File: src/tpcs_pkg.sv
`timescale 1ns / 1ps
// Shared widths and constants for the two-phase current smoother.
// Depends on nothing; every other file of the block refers to it.
package tpcs_pkg;

   localparam int RawW = 12;
   localparam int PhaseW = 16;
   localparam int ThirdW = 17;

   localparam int WindowDefault = 5;

   localparam int CodeFull = 4095;
   localparam int Q14One = 16384;

   // floor(w / 5) == (w * BlendMul) >> BlendShift for every w below 2**19.
   localparam int BlendShift = 21;
   localparam int BlendMulW = 19;
   localparam logic [BlendMulW-1:0] BlendMul = 19'd419431;

endpackage

File: src/tpcs_centre.sv
`timescale 1ns / 1ps
// Centres one 12-bit ADC code to signed Q14 as floor((2*raw - 4095) * 16384 / 4095).
// Depends on tpcs_pkg.
module tpcs_centre (
   input  logic [tpcs_pkg::RawW-1:0]          raw,
   output logic signed [tpcs_pkg::PhaseW-1:0] centred
);

   logic signed [13:0] diff;
   logic signed [15:0] quad;
   logic [14:0]        shifted;
   logic [3:0]         steps;

   // 16384/4095 = 4 + 4/4095, so the result is 4x plus floor(4x/4095), which lies in -4..4.
   always_comb begin
      diff = $signed({1'b0, raw, 1'b0}) - 14'sd4095;
      quad = {diff, 2'b00};
      shifted = 15'(quad + 16'sd16380);
      steps = 4'd0;
      for (int k = 1; k <= 8; k++) begin
         steps = steps + 4'(shifted >= 15'(k * tpcs_pkg::CodeFull));
      end
      centred = tpcs_pkg::PhaseW'(17'(quad) + $signed({13'b0, steps}) - 17'sd4);
   end

endmodule

File: src/tpcs_ring.sv
`timescale 1ns / 1ps
// Ring of smoothed samples for one phase, with its running sum.
// Each update blends a new centred sample into one slot as floor((4*new + old) / 5).
// Depends on tpcs_pkg.
module tpcs_ring #(
   parameter int Window = tpcs_pkg::WindowDefault,
   parameter int IdxW = (Window > 1) ? $clog2(Window) : 1,
   parameter int SumW = 17 + $clog2(Window)
) (
   input  logic                               clock,
   input  logic                               reset,
   input  logic                               update,
   input  logic [IdxW-1:0]                    slot,
   input  logic signed [tpcs_pkg::PhaseW-1:0] fresh,
   output logic signed [SumW-1:0]             sum
);

   logic signed [tpcs_pkg::PhaseW-1:0] ring_ff [Window];
   logic signed [SumW-1:0]             sum_ff;
   logic signed [SumW-1:0]             sum_in;
   logic signed [tpcs_pkg::PhaseW-1:0] old;
   logic signed [18:0]                 mix;
   logic [17:0]                        offs;
   logic [36:0]                        prod;
   logic [15:0]                        quo;
   logic signed [tpcs_pkg::PhaseW-1:0] blended;

   // The blend is taken with an offset of 5*16384 so that the division sees a positive value.
   always_comb begin
      old = ring_ff[slot];
      mix = (19'(fresh) <<< 2) + 19'(old);
      offs = 18'(mix + 19'sd81920);
      prod = 37'(offs) * 37'(tpcs_pkg::BlendMul);
      quo = 16'(prod >> tpcs_pkg::BlendShift);
      blended = tpcs_pkg::PhaseW'(17'(quo) - 17'd16384);
      sum_in = sum_ff - SumW'(old) + SumW'(blended);
   end

   always_ff @(posedge clock) begin
      if (reset) begin
         for (int i = 0; i < Window; i++) begin
            ring_ff[i] <= '0;
         end
         sum_ff <= '0;
      end else if (update) begin
         ring_ff[slot] <= blended;
         sum_ff <= sum_in;
      end
   end

   assign sum = sum_ff;

endmodule

File: src/tpcs_average.sv
`timescale 1ns / 1ps
// Floor average of a ring sum, by multiplication with a rounded-up reciprocal of the window.
// Depends on tpcs_pkg.
module tpcs_average #(
   parameter int Window = tpcs_pkg::WindowDefault,
   parameter int SumW = 17 + $clog2(Window)
) (
   input  logic signed [SumW-1:0]             sum,
   output logic signed [tpcs_pkg::PhaseW-1:0] average
);

   localparam int RecipShift = SumW + 5;
   localparam int RecipW = RecipShift + 1;
   localparam longint unsigned Recip = ((64'd1 << RecipShift) + Window - 1) / Window;

   logic [SumW-1:0]        offs;
   logic [SumW+RecipW-1:0] prod;
   logic [16:0]            quo;

   always_comb begin
      offs = SumW'(sum + SumW'(tpcs_pkg::Q14One * Window));
      prod = (SumW + RecipW)'(offs) * (SumW + RecipW)'(RecipW'(Recip));
      quo = 17'(prod >> RecipShift);
      average = tpcs_pkg::PhaseW'(quo - 17'd16384);
   end

endmodule

File: src/two_phase_current_smoother_unit.sv
`timescale 1ns / 1ps
// Channel   Direction  Handshake            Word
// req_      in         req_valid/req_stall  raw_a, raw_b (12-bit ADC codes)
// rsp_      out        rsp_valid/rsp_stall  phase_a, phase_b (Q14), phase_c (17-bit Q14)
// A word passes four register stages: input, centring, ring update with running sum, and
// average, whose register drives the outputs. One word is taken every cycle while req_stall
// is low. The ring update stage sets that rate, touching one slot per phase per cycle.
// Synchronous reset clears the rings, their sums and the slot index. A stalled result holds
// its stage; earlier stages keep taking words until they are full, then req_stall rises.
// Depends on tpcs_pkg, tpcs_centre, tpcs_ring and tpcs_average.
module two_phase_current_smoother_unit #(
   parameter int Window = tpcs_pkg::WindowDefault
) (
   input  logic                               clock,
   input  logic                               reset,
   input  logic                               req_valid,
   output logic                               req_stall,
   input  logic [tpcs_pkg::RawW-1:0]          req_raw_a,
   input  logic [tpcs_pkg::RawW-1:0]          req_raw_b,
   output logic                               rsp_valid,
   input  logic                               rsp_stall,
   output logic signed [tpcs_pkg::PhaseW-1:0] rsp_phase_a,
   output logic signed [tpcs_pkg::PhaseW-1:0] rsp_phase_b,
   output logic signed [tpcs_pkg::ThirdW-1:0] rsp_phase_c
);

   localparam int IdxW = (Window > 1) ? $clog2(Window) : 1;
   localparam int SumW = 17 + $clog2(Window);

   logic                               in_v_ff, cen_v_ff, sum_v_ff, out_v_ff;
   logic                               in_en, cen_en, sum_en, out_en;
   logic [tpcs_pkg::RawW-1:0]          raw_a_ff, raw_b_ff;
   logic signed [tpcs_pkg::PhaseW-1:0] cen_a_in, cen_b_in;
   logic signed [tpcs_pkg::PhaseW-1:0] cen_a_ff, cen_b_ff;
   logic [IdxW-1:0]                    slot_ff, slot_in;
   logic                               update;
   logic signed [SumW-1:0]             sum_a, sum_b;
   logic signed [tpcs_pkg::PhaseW-1:0] avg_a, avg_b;
   logic signed [tpcs_pkg::ThirdW-1:0] third_in;
   logic signed [tpcs_pkg::PhaseW-1:0] phase_a_ff, phase_b_ff;
   logic signed [tpcs_pkg::ThirdW-1:0] phase_c_ff;

   assign out_en = !out_v_ff || !rsp_stall;
   assign sum_en = !sum_v_ff || out_en;
   assign cen_en = !cen_v_ff || sum_en;
   assign in_en = !in_v_ff || cen_en;
   assign req_stall = !in_en;
   assign update = sum_en && cen_v_ff;

   always_comb begin
      if (slot_ff == IdxW'(Window - 1)) begin
         slot_in = '0;
      end else begin
         slot_in = slot_ff + 1'b1;
      end
   end

   tpcs_centre u_centre_a (.raw(raw_a_ff), .centred(cen_a_in));
   tpcs_centre u_centre_b (.raw(raw_b_ff), .centred(cen_b_in));

   tpcs_ring #(.Window(Window), .IdxW(IdxW), .SumW(SumW)) u_ring_a (
      .clock(clock), .reset(reset), .update(update), .slot(slot_ff),
      .fresh(cen_a_ff), .sum(sum_a)
   );
   tpcs_ring #(.Window(Window), .IdxW(IdxW), .SumW(SumW)) u_ring_b (
      .clock(clock), .reset(reset), .update(update), .slot(slot_ff),
      .fresh(cen_b_ff), .sum(sum_b)
   );

   tpcs_average #(.Window(Window), .SumW(SumW)) u_average_a (.sum(sum_a), .average(avg_a));
   tpcs_average #(.Window(Window), .SumW(SumW)) u_average_b (.sum(sum_b), .average(avg_b));

   assign third_in = -(tpcs_pkg::ThirdW'(avg_a) + tpcs_pkg::ThirdW'(avg_b));

   always_ff @(posedge clock) begin
      if (reset) begin
         in_v_ff <= 1'b0;
         cen_v_ff <= 1'b0;
         sum_v_ff <= 1'b0;
         out_v_ff <= 1'b0;
         slot_ff <= '0;
      end else begin
         if (in_en) begin
            in_v_ff <= req_valid;
         end
         if (cen_en) begin
            cen_v_ff <= in_v_ff;
         end
         if (sum_en) begin
            sum_v_ff <= cen_v_ff;
         end
         if (out_en) begin
            out_v_ff <= sum_v_ff;
         end
         if (update) begin
            slot_ff <= slot_in;
         end
      end
   end

   always_ff @(posedge clock) begin
      if (in_en) begin
         raw_a_ff <= req_raw_a;
         raw_b_ff <= req_raw_b;
      end
      if (cen_en) begin
         cen_a_ff <= cen_a_in;
         cen_b_ff <= cen_b_in;
      end
      if (out_en) begin
         phase_a_ff <= avg_a;
         phase_b_ff <= avg_b;
         phase_c_ff <= third_in;
      end
   end

   assign rsp_valid = out_v_ff;
   assign rsp_phase_a = phase_a_ff;
   assign rsp_phase_b = phase_b_ff;
   assign rsp_phase_c = phase_c_ff;

`ifndef SYNTHESIS
   slot_in_range: assert property (@(posedge clock) disable iff (reset)
      slot_ff <= IdxW'(Window - 1))
      else $error("ring slot index beyond the window");

   stall_only_when_full: assert property (@(posedge clock) disable iff (reset)
      req_stall |-> (in_v_ff && cen_v_ff && sum_v_ff && out_v_ff))
      else $error("input stalled while the pipeline has a free stage");

   third_phase_sum: assert property (@(posedge clock) disable iff (reset)
      rsp_valid |-> (rsp_phase_c == -(tpcs_pkg::ThirdW'(rsp_phase_a)
                                       + tpcs_pkg::ThirdW'(rsp_phase_b))))
      else $error("third phase does not balance the other two");

   phase_a_range: assert property (@(posedge clock) disable iff (reset)
      rsp_valid |-> (rsp_phase_a >= -16'sd16384 && rsp_phase_a <= 16'sd16384))
      else $error("phase A average outside the Q14 range");
`endif

endmodule
File: config.mk
export PLATFORM = sky130hd
export DESIGN_NAME = two_phase_current_smoother_unit
export DESIGN_NICKNAME = d
export VERILOG_FILES = /design/src/tpcs_pkg.sv /design/src/tpcs_centre.sv /design/src/tpcs_ring.sv /design/src/tpcs_average.sv /design/src/two_phase_current_smoother_unit.sv
export SDC_FILE = /design/constraint.sdc
export NUM_CORES = 2
export LEC_CHECK = 0
export BUFFER_PORTS_ARGS = -buffer_cell sky130_fd_sc_hd__buf_2
export CORE_MARGIN = 2
export CORE_UTILIZATION = 66
export CTS_CLUSTER_SIZE = 20
export DETAILED_ROUTE_END_ITERATION = 7
export PLACE_DENSITY_LB_ADDON = 0.15
export SLEW_MARGIN = 0
export SYNTH_ARGS = -nofsm -noshare
export SYNTH_HDL_FRONTEND = slang
export SYNTH_SLANG_ARGS = --single-unit
File: constraint.sdc
create_clock -name clock -period 14.15 [get_ports clock]
set_input_delay 2.83 -clock clock [delete_from_list [all_inputs] [get_ports clock]]
set_output_delay 2.83 -clock clock [all_outputs]
set_load 0.01 [all_outputs]
After elaboration in Yosys (flattened, before gate mapping)
Memories as Yosys holds them, arrays and structs flattened. A register that Yosys moved wholly into a read port is not among the register bits. Cells that the tools add are included.

Add/sub/neg operators: 39. Order comparisons: 16. Multiply operators: 4. Equal/unequal tests: 1. Reductions and logical operators: 13. Muxes and demuxes: 16.

Operators with widths (count): $ge 15x15->1 const B (8); $mul 20x23->41 const B (2); $mul 18x19->37 const B (2); $sub 16x15->16 const B (4); $ge 15x14->1 const B (4); $add 4x1->4 (12); $add 20x16->20 (2); $add 20x18->20 const B (2); $sub 20x16->20 (2); $add 18x16->18 (2); $add 18x18->18 const B (2); $add 16x5->16 (2); $mux 16 (2); $reduce_or 16->1 (2); $sub 16x4->16 const B (2); $add 15x15->15 const B (2); $ge 15x12->1 const B (2); $ge 15x13->1 const B (2); $sub 13x12->14 const B (2); $mux 3 (7); $add 16x16->17 (1); $neg 17->17 (1); $mux 1 (7); $logic_not 1->1 (6); other kinds (5) (9).

Register bits: 152. RAM bits: 160. Memories: 2. Word-level logic and storage cells: 105. Input port bits: 28.

Memory list: u_ring_a.ring_ff (words 5, width 16, rd ports 1, clocked after memory_dff 1, write ports 5, RTL line tpcs_ring.sv:18) `logic signed [tpcs_pkg::PhaseW-1:0] ring_ff [Window];`; u_ring_b.ring_ff (words 5, width 16, rd ports 1, clocked after memory_dff 1, write ports 5, RTL line tpcs_ring.sv:18).

Longest topological paths before layout
Word-level depth: 12. Depth in mapped cells: 53. Gate-level depth less buffers: 51.

Hierarchy
Synthesis repeated with hierarchy kept, for this count alone.

Cells, all modules: 4324. Area total of the unflattened synthesis: 45617.5 um^2.

By module, submodules not included: tpcs_ring at u_ring_a (cells an instance 1218, seq. area each 4244.1 um^2, times used 1, area each 13031.2 um^2); tpcs_ring at u_ring_b (cells an instance 1199, seq. area each 4244.1 um^2, times used 1, area each 12834.8 um^2); tpcs_average at u_average_a (cells an instance 682, seq. area each 0.0 um^2, times used 1, area each 6590.1 um^2); tpcs_average at u_average_b (cells an instance 660, seq. area each 0.0 um^2, times used 1, area each 6383.6 um^2); two_phase_current_smoother_unit (cells an instance 271, seq. area each 3293.2 um^2, times used 1, area each 4450.5 um^2); tpcs_centre (cells an instance 147, seq. area each 0.0 um^2, times used 2, area each 1163.6 um^2).

Worst setup path before layout
No wires, ideal clock.

Path type: register to register. From: register (tool-made name). To: register u_ring_a.sum_ff[19], in the netlist u_ring_a.sum[19]. Cell stages (with the launch flop): 52. Arrival time: 12.839 ns. Data required time: 14.080 ns. Setup slack: 1.240 ns. Buffers on the path: 2. Cells stage by stage: dfxtp_1 -> clkbuf_1 -> buf_1 -> mux4_2 -> mux2i_1 -> inv_1 -> ha_1 -> ha_1 -> fa_1 -> a21o_1 -> a21oi_1 -> o21bai_1 -> a21oi_1 -> o21bai_1 -> a21oi_1 -> o21ai_0 -> o41ai_1 -> o21bai_1 -> [16 not listed] -> o211ai_2 -> o21ai_1 -> a21o_1 -> a21oi_1 -> xor2_1 -> inv_1 -> fa_1 -> ha_1 -> a21o_1 -> a21o_1 -> or3_1 -> nor3_1 -> nor2_1 -> a221oi_1 -> a21oi_1 -> xnor2_1 -> or3_1 -> a21oi_1.

RTL lines: to (signal assigned) (RTL line tpcs_ring.sv:47) `sum_ff <= sum_in;`; to (decl) (RTL line tpcs_ring.sv:19) `logic signed [SumW-1:0] sum_ff;`.

==> flow_summary.yaml <==
yosys:
  synth.avg_cell_area_um2: 11.1
  synth_edf_count: 361
  netlist_top_cells_count: "inv_1, ha_1, fa_1, edfxtp_1, nor2_1"
  synth-adder-area-share_pct: 44.3
  synth_top_family_by_area: "adder cells"
  ys_seq_area_share_pct: 26.9
  synth-seq-cells: 411
  synth_simple_gate_area_share_pct: 6.37
  synth-xor-area-share_pct: 3.84
  synth_area_um2: 44000
  synthFlopType: "edfxtp_1"
  yosys.area.top_type: "edfxtp_1"
  synth_area_leaders: "edfxtp_1, fa_1, ha_1"
  syn-num-nets: 5261
  synthMuxAreaShare_pct: 4.30
  netlist_instances: 3975
  synth_compound_area_share_pct: 5.82
  yosys.area.top_type_share_pct: 24.6
  ys_warn_count: 0
  yosysMostFrequentCell: "inv_1"
  yosys.cell_types.count: 72
  async_flop_share_pct: 0
timing:
  fin_ws_ns: 0.818
  hold_violations: 0
  skew_ns: 0.0424
  max_slew_margin_pct: 23.0
  fmax_ghz: 0.0750
  finalMaxSlewViolations: 0
  setup_viol: 0
  finalCriticalPeriod_ns: 13.33
  tightest_slew_ns: 1.15
  rsz0062_at_grt: "true"
  layout_worst_path_cycle_share_pct: 94.2
final_layout:
  drive_gt1_share_pct: 7.34
  nFillCells: 4756
  final_nets: 5364
  stdcell_area_um2: 47200
  syn2layout_area_growth_pct: 7.32
  num_antenna_cells: 0
global_routing:
  grt_max_degree: 58
  grt-ovfl-total: 0
  grt_pass1_wl_mm: 150
  track_usage_pct: 27.4
  antenna_found_initial: 2
  grt_pass1_vias: 28600
setup_path:
  worstSetupStartpointType: "flip-flop"
  path_max_fanout: 11
  r2r_setup_slack_ns: 0.82
  worstPathRequired_ns: 14.66
  worstPathArrival_ns: 13.85
  end_kind: "flip-flop"
  rr_endpoint: "u_ring_a.sum[19]"
  worst_path_max_delay_cell: "mux4_2"
  crit_type: "flip-flop to flip-flop"
  cpPeakStageDelay_ns: 0.56
  ff2ff_path_depth: 49
drt:
  wl_per_cell_um: 18.6
  drtIter0Drc: 1996
  via_per_inst: 5.60
  wirelength_mm: 92.5
  first_pass_iters: 5
  num_vias: 27900
  drc: 0
  ant_nets: 0
floorplanning:
  core_um2: 65900
  start_util_pct: 66.8
  row_count: 94
  die_y_um: 262
  fp.dieW_um: 262
  io-pin-count: 79
  die-area_um2: 68800
run_status:
  status: "finished, final reports clean"
placed_design:
  placed_area_um2: 45600
  hpwlAfterDp_mm: 74.8
  place_ws_ns: 0.537
  port_buffers: 78
  place_congestion: 0.904
min_path:
  min_path_cells: 2
  hp-start: "in_v_ff"
  holdPathEnd: "cen_v_ff"
  min_path_type: "flip-flop to flip-flop"
clock_network:
  clkSinkCount: 411
  cts_buffer_depth: 3
  clockRootBuffer: "clkbuf_16"
  clk_latency_ns: 0.61
  cts_buffers: 45
  cts.clk_slew.worst_paths_ns: 0.07
  holdBufCountCts: 0
  h-tree-depth: 2
  cts_tree: "yes"
job:
  cap_violations: 0
placed cells by master, fill, tap and decap left out, types with 6 or more instances in the layout:
master	instances
buf_2	78
buf_4	30
clkbuf_16	46
fa_1	500
a31oi_1	12
mux4_2	64
xor2_1	65
clkinv_1	8
o21bai_1	28
o21ai_0	67
a21o_1	53
nand3b_1	7
clkinv_2	9
dfxtp_1	47
inv_1	938
xnor2_1	122
nand4_1	13
nor2b_1	28
nor2_1	282
mux2i_1	34
nor3_1	28
a221oi_1	7
or2_2	18
nand2b_1	26
or3_1	13
and3_1	20
nand3_1	34
bufinv_16	7
o21a_1	16
nand2_1	109
o21ai_1	6
a211oi_1	10
and2_1	7
edfxtp_1	361
a21oi_1	146
ha_1	758
cell type report:
cell class | count | area, µm² | area share, %
clock buffers | 50 | 1140 | 2.42
clock inverters | 33 | 414 | 0.877
inverters | 938 | 3520 | 7.45
multi-input cells | 2571 | 28500 | 60.4
flip-flops and latches | 411 | 11900 | 25.1
well taps | 864 | 1080 | 2.29
repair buffers | 111 | 681 | 1.44
worst max-delay path, delay by kind of cell (launching register included):
kind                     cells  cell delay (ns)
AO/OA/AOI/OAI               24             4.84
XOR/XNOR                     3             0.62
buffers and inverters        4             0.34
adder cells (fa/ha/maj)     12             5.13
AND/OR/NAND/NOR              4             0.95
multiplexers                 2             0.83
flip-flops                   1             0.52
per-layer routing:
metal / vias up / track usage [%] / share of wire (%)
met3: 137 / 3.90 / 5.9
li1: 13200 / - / -
met1: 13700 / 37.8 / 43
met4: 4 / 7.92 / 2.7
met5: - / 0 / 0.029
met2: 755 / 45.6 / 48
state kept, by name (all words and copies together), names as in the netlist, named ones only:
| register | flops |
|---|---|
| slot_ff | 3 |
| rsp_phase_a | 16 |
| cen_v_ff | 1 |
| u_ring_a.ring_ff | 128 |
| u_ring_b.ring_ff | 128 |
| u_ring_a.sum | 20 |
| in_v_ff | 1 |
| raw_b_ff | 12 |
| u_ring_b.sum | 20 |
| rsp_valid | 1 |
| cen_a_ff | 16 |
| rsp_phase_c | 17 |
| raw_a_ff | 12 |
| cen_b_ff | 16 |
| rsp_phase_b | 16 |
| sum_v_ff | 1 |
stage by stage:
| step | cells | setup TNS, ns | util (%) | hold WS, ns |
|---|---|---|---|---|
| floorplan | 3975 | 0 | - | 0.430 |
| global placement | 4890 | 0 | 69.2 | 0.448 |
| detailed placement | 4890 | 0 | 69.2 | 0.454 |
| CTS | 4973 | 0 | 71.5 | 0.469 |
| global route | 4978 | -0.0211 | 71.7 | 0.491 |
| finish | 4978 | 0 | 71.7 | 0.471 |
cells by family (layout without fill, tap and decap cells):
group           after synthesis  in the layout
compound gates              403            403
xor+xnor                    193            193
fa+ha+maj                  1258           1258
buf+inv                     993           1132
flops                       411            411
mux                         105            105
simple gates                612            612
worst max-delay path by stage:
stage                     slack [ns]  cells past startpoint               end  startpoint
after floorplan                 1.24                     51  u_ring_a.sum[19]   flip-flop
after global placement          0.76                     49  u_ring_a.sum[19]   flip-flop
after global routing           -0.02                     49  u_ring_a.sum[19]   flip-flop
after detailed placement        0.54                     49  u_ring_a.sum[19]   flip-flop
final                           0.82                     49  u_ring_a.sum[19]   flip-flop
after CTS                       0.46                     51  u_ring_a.sum[19]   flip-flop
repair_timing:
item                                    in CTS  in global routing
endpoints found under the setup margin       0                  7
setup buffers                                0                  5
resized for setup                            0                  9
hold endpoints to repair                     0                  0
Power is left out: the tool's default activity adds up to more than one toggle a clock period on the data nets, which glitch-free logic cannot reach.
